==> src/rau_gcd.sv <==
// ----------------------------------------------------------------------------
// rau_gcd
// Binary GCD of two non-zero magnitudes followed by restoring division of
// both by the GCD, one step per cycle.
// ----------------------------------------------------------------------------
module rau_gcd #(
  parameter int MagWidth = 64
) (
  input  logic                clk,
  input  logic                rst,
  input  logic                start,
  input  logic [MagWidth-1:0] x,
  input  logic [MagWidth-1:0] y,
  output logic                done,
  output logic [MagWidth-1:0] xq,
  output logic [MagWidth-1:0] yq
);

  localparam int CntWidth = $clog2(MagWidth + 1);

  typedef enum logic [2:0] {S_IDLE, S_SHIFT, S_ODD, S_SUB, S_DIVX, S_DIVY, S_DONE} state_t;

  state_t              state;
  logic [MagWidth-1:0] u, v, g, ox, oy, rem, quo, dvd;
  logic [CntWidth-1:0] k, cnt;
  logic [MagWidth:0]   trial;

  assign done  = (state == S_DONE);
  assign trial = {rem, dvd[MagWidth-1]} - {1'b0, g};

  always_ff @(posedge clk) begin
    if (rst) begin
      state <= S_IDLE;
    end else begin
      unique case (state)
        S_IDLE: begin
          if (start) begin
            u     <= x;
            v     <= y;
            ox    <= x;
            oy    <= y;
            k     <= '0;
            state <= S_SHIFT;
          end
        end
        // Remove common factors of two, counting them in k.
        S_SHIFT: begin
          if (!u[0] && !v[0]) begin
            u <= u >> 1;
            v <= v >> 1;
            k <= k + 1'b1;
          end else begin
            state <= S_ODD;
          end
        end
        S_ODD: begin
          if (!u[0]) u <= u >> 1;
          else if (!v[0]) v <= v >> 1;
          else state <= S_SUB;
        end
        S_SUB: begin
          if (u == v) begin
            g     <= u << k;
            rem   <= '0;
            dvd   <= ox;
            cnt   <= CntWidth'(MagWidth);
            state <= S_DIVX;
          end else if (u > v) begin
            u     <= u - v;
            state <= S_ODD;
          end else begin
            v     <= v - u;
            state <= S_ODD;
          end
        end
        S_DIVX, S_DIVY: begin
          if (cnt == '0) begin
            if (state == S_DIVX) begin
              xq    <= quo;
              rem   <= '0;
              dvd   <= oy;
              cnt   <= CntWidth'(MagWidth);
              state <= S_DIVY;
            end else begin
              yq    <= quo;
              state <= S_DONE;
            end
          end else begin
            // Remainder stays below g, so one extra bit suffices.
            if (!trial[MagWidth]) begin
              rem <= trial[MagWidth-1:0];
              quo <= {quo[MagWidth-2:0], 1'b1};
            end else begin
              rem <= {rem[MagWidth-2:0], dvd[MagWidth-1]};
              quo <= {quo[MagWidth-2:0], 1'b0};
            end
            dvd <= dvd << 1;
            cnt <= cnt - 1'b1;
          end
        end
        S_DONE: state <= S_IDLE;
        default: state <= S_IDLE;
      endcase
    end
  end

endmodule

==> config.mk <==
export PLATFORM = sky130hd
export DESIGN_NAME = rau_gcd
export DESIGN_NICKNAME = d
export VERILOG_FILES = /design/src/rau_gcd.sv
export SDC_FILE = /design/constraint.sdc
export NUM_CORES = 1
export LEC_CHECK = 0
export BUFFER_PORTS_ARGS = -buffer_cell sky130_fd_sc_hd__clkbuf_2
export CAP_MARGIN = 20
export CORE_UTILIZATION = 50
export DETAILED_ROUTE_END_ITERATION = 10
export GPL_ROUTABILITY_DRIVEN = 0
export HOLD_SLACK_MARGIN = 0.02
export PLACE_DENSITY = 0.76
export SLEW_MARGIN = 20
export SYNTH_ARGS = -nofsm -noshare
export SYNTH_HDL_FRONTEND = slang
export SYNTH_SLANG_ARGS = --single-unit
==> constraint.sdc <==
create_clock -name clk -period 13.06 [get_ports clk]
set_clock_uncertainty 0.05 [all_clocks]
set_input_delay 1.306 -clock clk [delete_from_list [all_inputs] [get_ports clk]]
set_output_delay 1.306 -clock clk [all_outputs]
set_load 0.01 [all_outputs]
After elaboration in Yosys (flattened, before gate mapping) --
Cells that the tools add are included.
Word-level totals: bits in registers 657, bits of input ports 131, output and inout bits 129, word-level logic and storage cells 104
Cells by class: shift-type cells 1, equality and inequality tests 20, magnitude comparators 1, bitwise logic cells 3, add/sub/neg operators 5, multiplexer cells 38, reductions and logical operators 21
Operators by type and width (number):
- $mux 64 | 18
- $pmux 64 s4 | 2
- $pmux 64 s2 | 2
- $sub 64x64->64 | 2
- $sub 65x64->65 | 1
- $eq 64x64->1 | 1
- $gt 64x64->1 | 1
- $shl 64x7->64 | 1
- $mux 7 | 5
- $pmux 7 s2 | 2
- $ne 2x2->1 const B | 12
- $mux 3 | 6
- $reduce_and 4->1 | 4
- $pmux 3 s5 | 1
- $reduce_and 7->1 | 2
- $eq 3x3->1 const B | 3
- $reduce_and 3->1 | 3
- $reduce_and 8->1 | 1
- $add 7x1->7 const B | 1
- $logic_not 7->1 | 1
- $sub 7x1->7 const B | 1
- $eq 3x2->1 const B | 2
- $reduce_and 6->1 | 1
- $reduce_and 5->1 | 1
- 11 further kinds | 15

Longest topological paths before layout --
depth after elaboration 4, mapped depth 16, gate-level depth less buffers 14

Worst setup path after synthesis --
Ideal clock, no wire load.
path kind reg2reg, from reg u[22], to reg cnt[0] (enable), cell stages (with the launch flop) 10, arrival time 9.142 ns, clock period less this slack 9.866 ns, setup time 0.674 ns, data required time 12.336 ns, buffers on the path 1, path slack 3.194 ns, path through edfxtp_1 > inv_1 > ha_1 > clkbuf_1 > nand4_1 > or3_1 > or3_1 > nor4_1 > nand2_1 > a21oi_1
On the way: cells in the longest elaborated chain, start to end 3
RTL lines:
- start, declared | line 24 | logic [MagWidth-1:0] u, v, g, ox, oy, rem, quo, dvd;
- start signal, assigned | line 49 | u <= u >> 1;
- start signal, assigned | line 57 | if (!u[0]) u <= u >> 1;
- start signal, assigned | line 69 | u <= u - v;
- $eq 64x64->1 | line 62 | if (u == v) begin
- $ne 2x2->1 (no source line)
- $reduce_and 4->1 (no source line)
- end signal, assigned | line 66 | cnt <= CntWidth'(MagWidth);
- end signal, assigned | line 82 | cnt <= CntWidth'(MagWidth);
- end signal, assigned | line 98 | cnt <= cnt - 1'b1;
- end, declared | line 25 | logic [CntWidth-1:0] k, cnt;
Every way passes these cells. A chain may end at the register's enable or synchronous reset.

Final worst setup path --
from reg u[0], to reg v[1] (enable)
On the way: cells in the longest elaborated chain, start to end 4, elaborated cells on any way between the ends 9, those cells by class 1 x order compare; 5 x eq/ne; 3 x reduce/logical
RTL lines:
- parallel branches: the longest is 3 deep, another holds $gt 64x64->1
- $reduce_and 8->1 (no source line) (*)
- end signal, assigned | line 50 | v <= v >> 1;
- end signal, assigned | line 58 | else if (!v[0]) v <= v >> 1;
- end signal, assigned | line 72 | v <= v - u;
- end, declared | line 24
Mark *: on every way between the ends.

==> results.cfg <==
[run_status]
status = complete, no violations

[die]
dieArea_sq_mm = 0.0819
io_pins = 260
core-area_sq_mm = 0.0795
die_height_microns = 286
initial_core_util = 0.508
dieWidth_microns = 286
rows = 103

[layout]
drive_gt1_frac = 0.130
utilization = 0.564
stdcell_area_sq_mm = 0.0448
area_delta_synth_final_pct = 11.0
final_nets = 4374

[synth]
syn-num-nets = 4243
syn_area_sq_mm = 0.0404
seq_area_frac_synth = 0.488
ys_async_sr_fraction = 0
yosys_warnings = 0
yosys-top-cells-area = edfxtp_1 (49%), ha_1 (6.0%), o21ai_0 (4.7%)
yosys_register_bits = 657
postSynthCellCount = 3914
synthDistinctLibCells = 88
synth.most_common_cell = edfxtp_1
ys.flop_type = edfxtp_1
netlist.area_leader.share = 0.486
syn_avg_cell_area_sq_um = 10.3
synth-edff-count = 654
synth_top_area_cell = edfxtp_1
synthTopCellsByCount = edfxtp_1 (654), o21ai_0 (381), nand2_1 (357)

[clocking]
clk_pin_slew_ps = 60
cts_root_buf = clkbuf_16
cts_tree = yes
postCtsResizedCells = 0
cts_buffers = 72
ctsHoldBuffers = 0
clk_latency_ps = 660
htreeDepth = 3
post_cts_buffers = 0
cts_max_path_buffers = 3
cts.sinks = 657

[routing]
viasPerCell = 6.23
wl_per_cell_microns = 22.0
via_count = 32100
ant_nets = 0
drt_iter0_markers = 3819
drc = 0
drtPass1Iterations = 7
wl_mm = 113

[sta]
fin_ws_ps = 7770
fin_crit_ps = 5290
max_slew_margin = 0.265
slew_violations = 0
finalSetupTns_ps = 0
rsz0062_at_grt = no
fmax_ghz = 0.189
hold_viol_final = 0
setup_viol = 0
fin_crit_sh = 0.405
worstMarginPinSlew_ps = 1100

[place]
place_area_sq_mm = 0.0424
dp_slack_ps = 8000
portBuffers = 259
hpwlAfterDp_mm = 82.7

[power_and_ir_drop]
ir_drop_v = 0.000163
finalPower_uw = 11400
seq_power_share = 0.273
clock_power_share = 0.179
pwr-share-comb = 0.548
cellLeakagePower_uw = 0.0179
power_switching_share = 0.464
power.density_mw_per_mm2 = 254
power_switching_uw = 5290
internal-power_uw = 6110

[global_routing]
grt_pass1_wl_mm = 174
grt_use_total = 0.271
grt_pass1_vias = 30000
grt_max_degree = 115
antenna_found_initial = 1
gr-total-overflow = 0

[critical_path]
required_ps = 13270
cp-end-kind = register
crit_slowest_cell = buf_4
cp_max_fo = 47
critPathLaunchType = register
cp_cell_sequence = inv_1, ha_1, inv_1, fa_1, nand2_1, nor2_1, a211oi_2, o2111a_1, o31ai_1, a21boi_0, o21a_1, o21ai_0, o21ai_0, and2_2, buf_4
slowest_delay_ps = 670
critPathArrivalTime_ps = 5500
worstSetupPathType = reg -> reg

[flow_run]
cap_violations = 0

[min_path]
hold_class = reg -> reg
[area by class of cell]
class | count | area, sq um
multi-input combinational | 2763 | 18900
timing repair buffer | 293 | 1590
fill | 6626 | 34700
antenna | 3 | 7.51
sequential | 657 | 19700
tap | 1050 | 1310
clock buffer | 83 | 1840
inverter | 258 | 968
clock inverter | 42 | 536
[sequential cells by signal, indices dropped and copies added, names as in the netlist]
signal,flops
cnt,7
dvd,64
g,64
k,7
ox,64
oy,64
quo,64
rem,64
state,3
u,64
v,64
xq,64
yq,64
[layout by cell type, fill, tap and decap left out, types with 113 or more instances in the layout]
cell type | Yosys | routed
nor2_1 | 287 | 286
a21oi_1 | 267 | 266
ha_1 | 195 | 195
mux2i_1 | 134 | 134
nand2_1 | 357 | 356
a22oi_1 | 113 | 113
edfxtp_1 | 654 | 654
o21ai_0 | 381 | 381
a21o_1 | 136 | 136
clkbuf_2 | 0 | 259
inv_1 | 257 | 257
[worst max-delay path, delay by kind of cell, from the launching register on]
kind | cells | cell delay, ps
and+or+nand+nor | 3 | 730
adders and majority gates | 2 | 600
DFF | 1 | 530
buffers and inverters | 3 | 930
AOI/OAI and AO/OA | 7 | 1980
[routing by layer]
| metal | track usage | vias up | part of all wire |
|---|---|---|---|
| met3 | 0.0506 | 335 | 0.095 |
| met4 | 0.120 | 2 | 0.047 |
| met2 | 0.426 | 1647 | 0.45 |
| li1 | - | 14800 | - |
| met1 | 0.366 | 15300 | 0.41 |
| met5 | 0 | - | 0.00012 |
[path summary, 6_finish.rpt]
check	cells after the start	from	slack, ps	endpoint
min	0	quo[63]$_DFFE_PP_	410	xq[63]$_DFFE_PP_
min reg2reg	0	quo[63]$_DFFE_PP_	410	xq[63]$_DFFE_PP_
max	15	u[0]$_DFFE_PP_	7770	v[1]$_DFFE_PP_
max reg2reg	15	u[0]$_DFFE_PP_	7770	v[1]$_DFFE_PP_
[stage by stage]
| stage | std cells | hold slack, ps |
|---|---|---|
| final | 5149 | 408 |
| after global routing | 5146 | 414 |
| after CTS | 5143 | 410 |
| after detailed placement | 5018 | 400 |
| after global placement | 5018 | 383 |
| after floorplan | 3914 | 371 |
[power groups by stage]
stage	Clock, uW	Sequential [uW]	Combinational [uW]
final	2040	3120	6250
after global routing	2140	3150	6650
after CTS	2060	3100	6000
after detailed placement	0	3150	5940
after global placement	0	3120	5930
after floorplan	0	3040	4330
[cells by family after synthesis]
logic type / share of synthesized area
AO/OA/AOI/OAI: 0.192
flip-flops: 0.488
multiplexers: 0.0669
XOR/XNOR: 0.0379
buffers and inverters: 0.0476
AND/OR/NAND/NOR: 0.106
adder cells (fa/ha/maj): 0.0619
No activity file was read; power rests on OpenSTA's default activity.
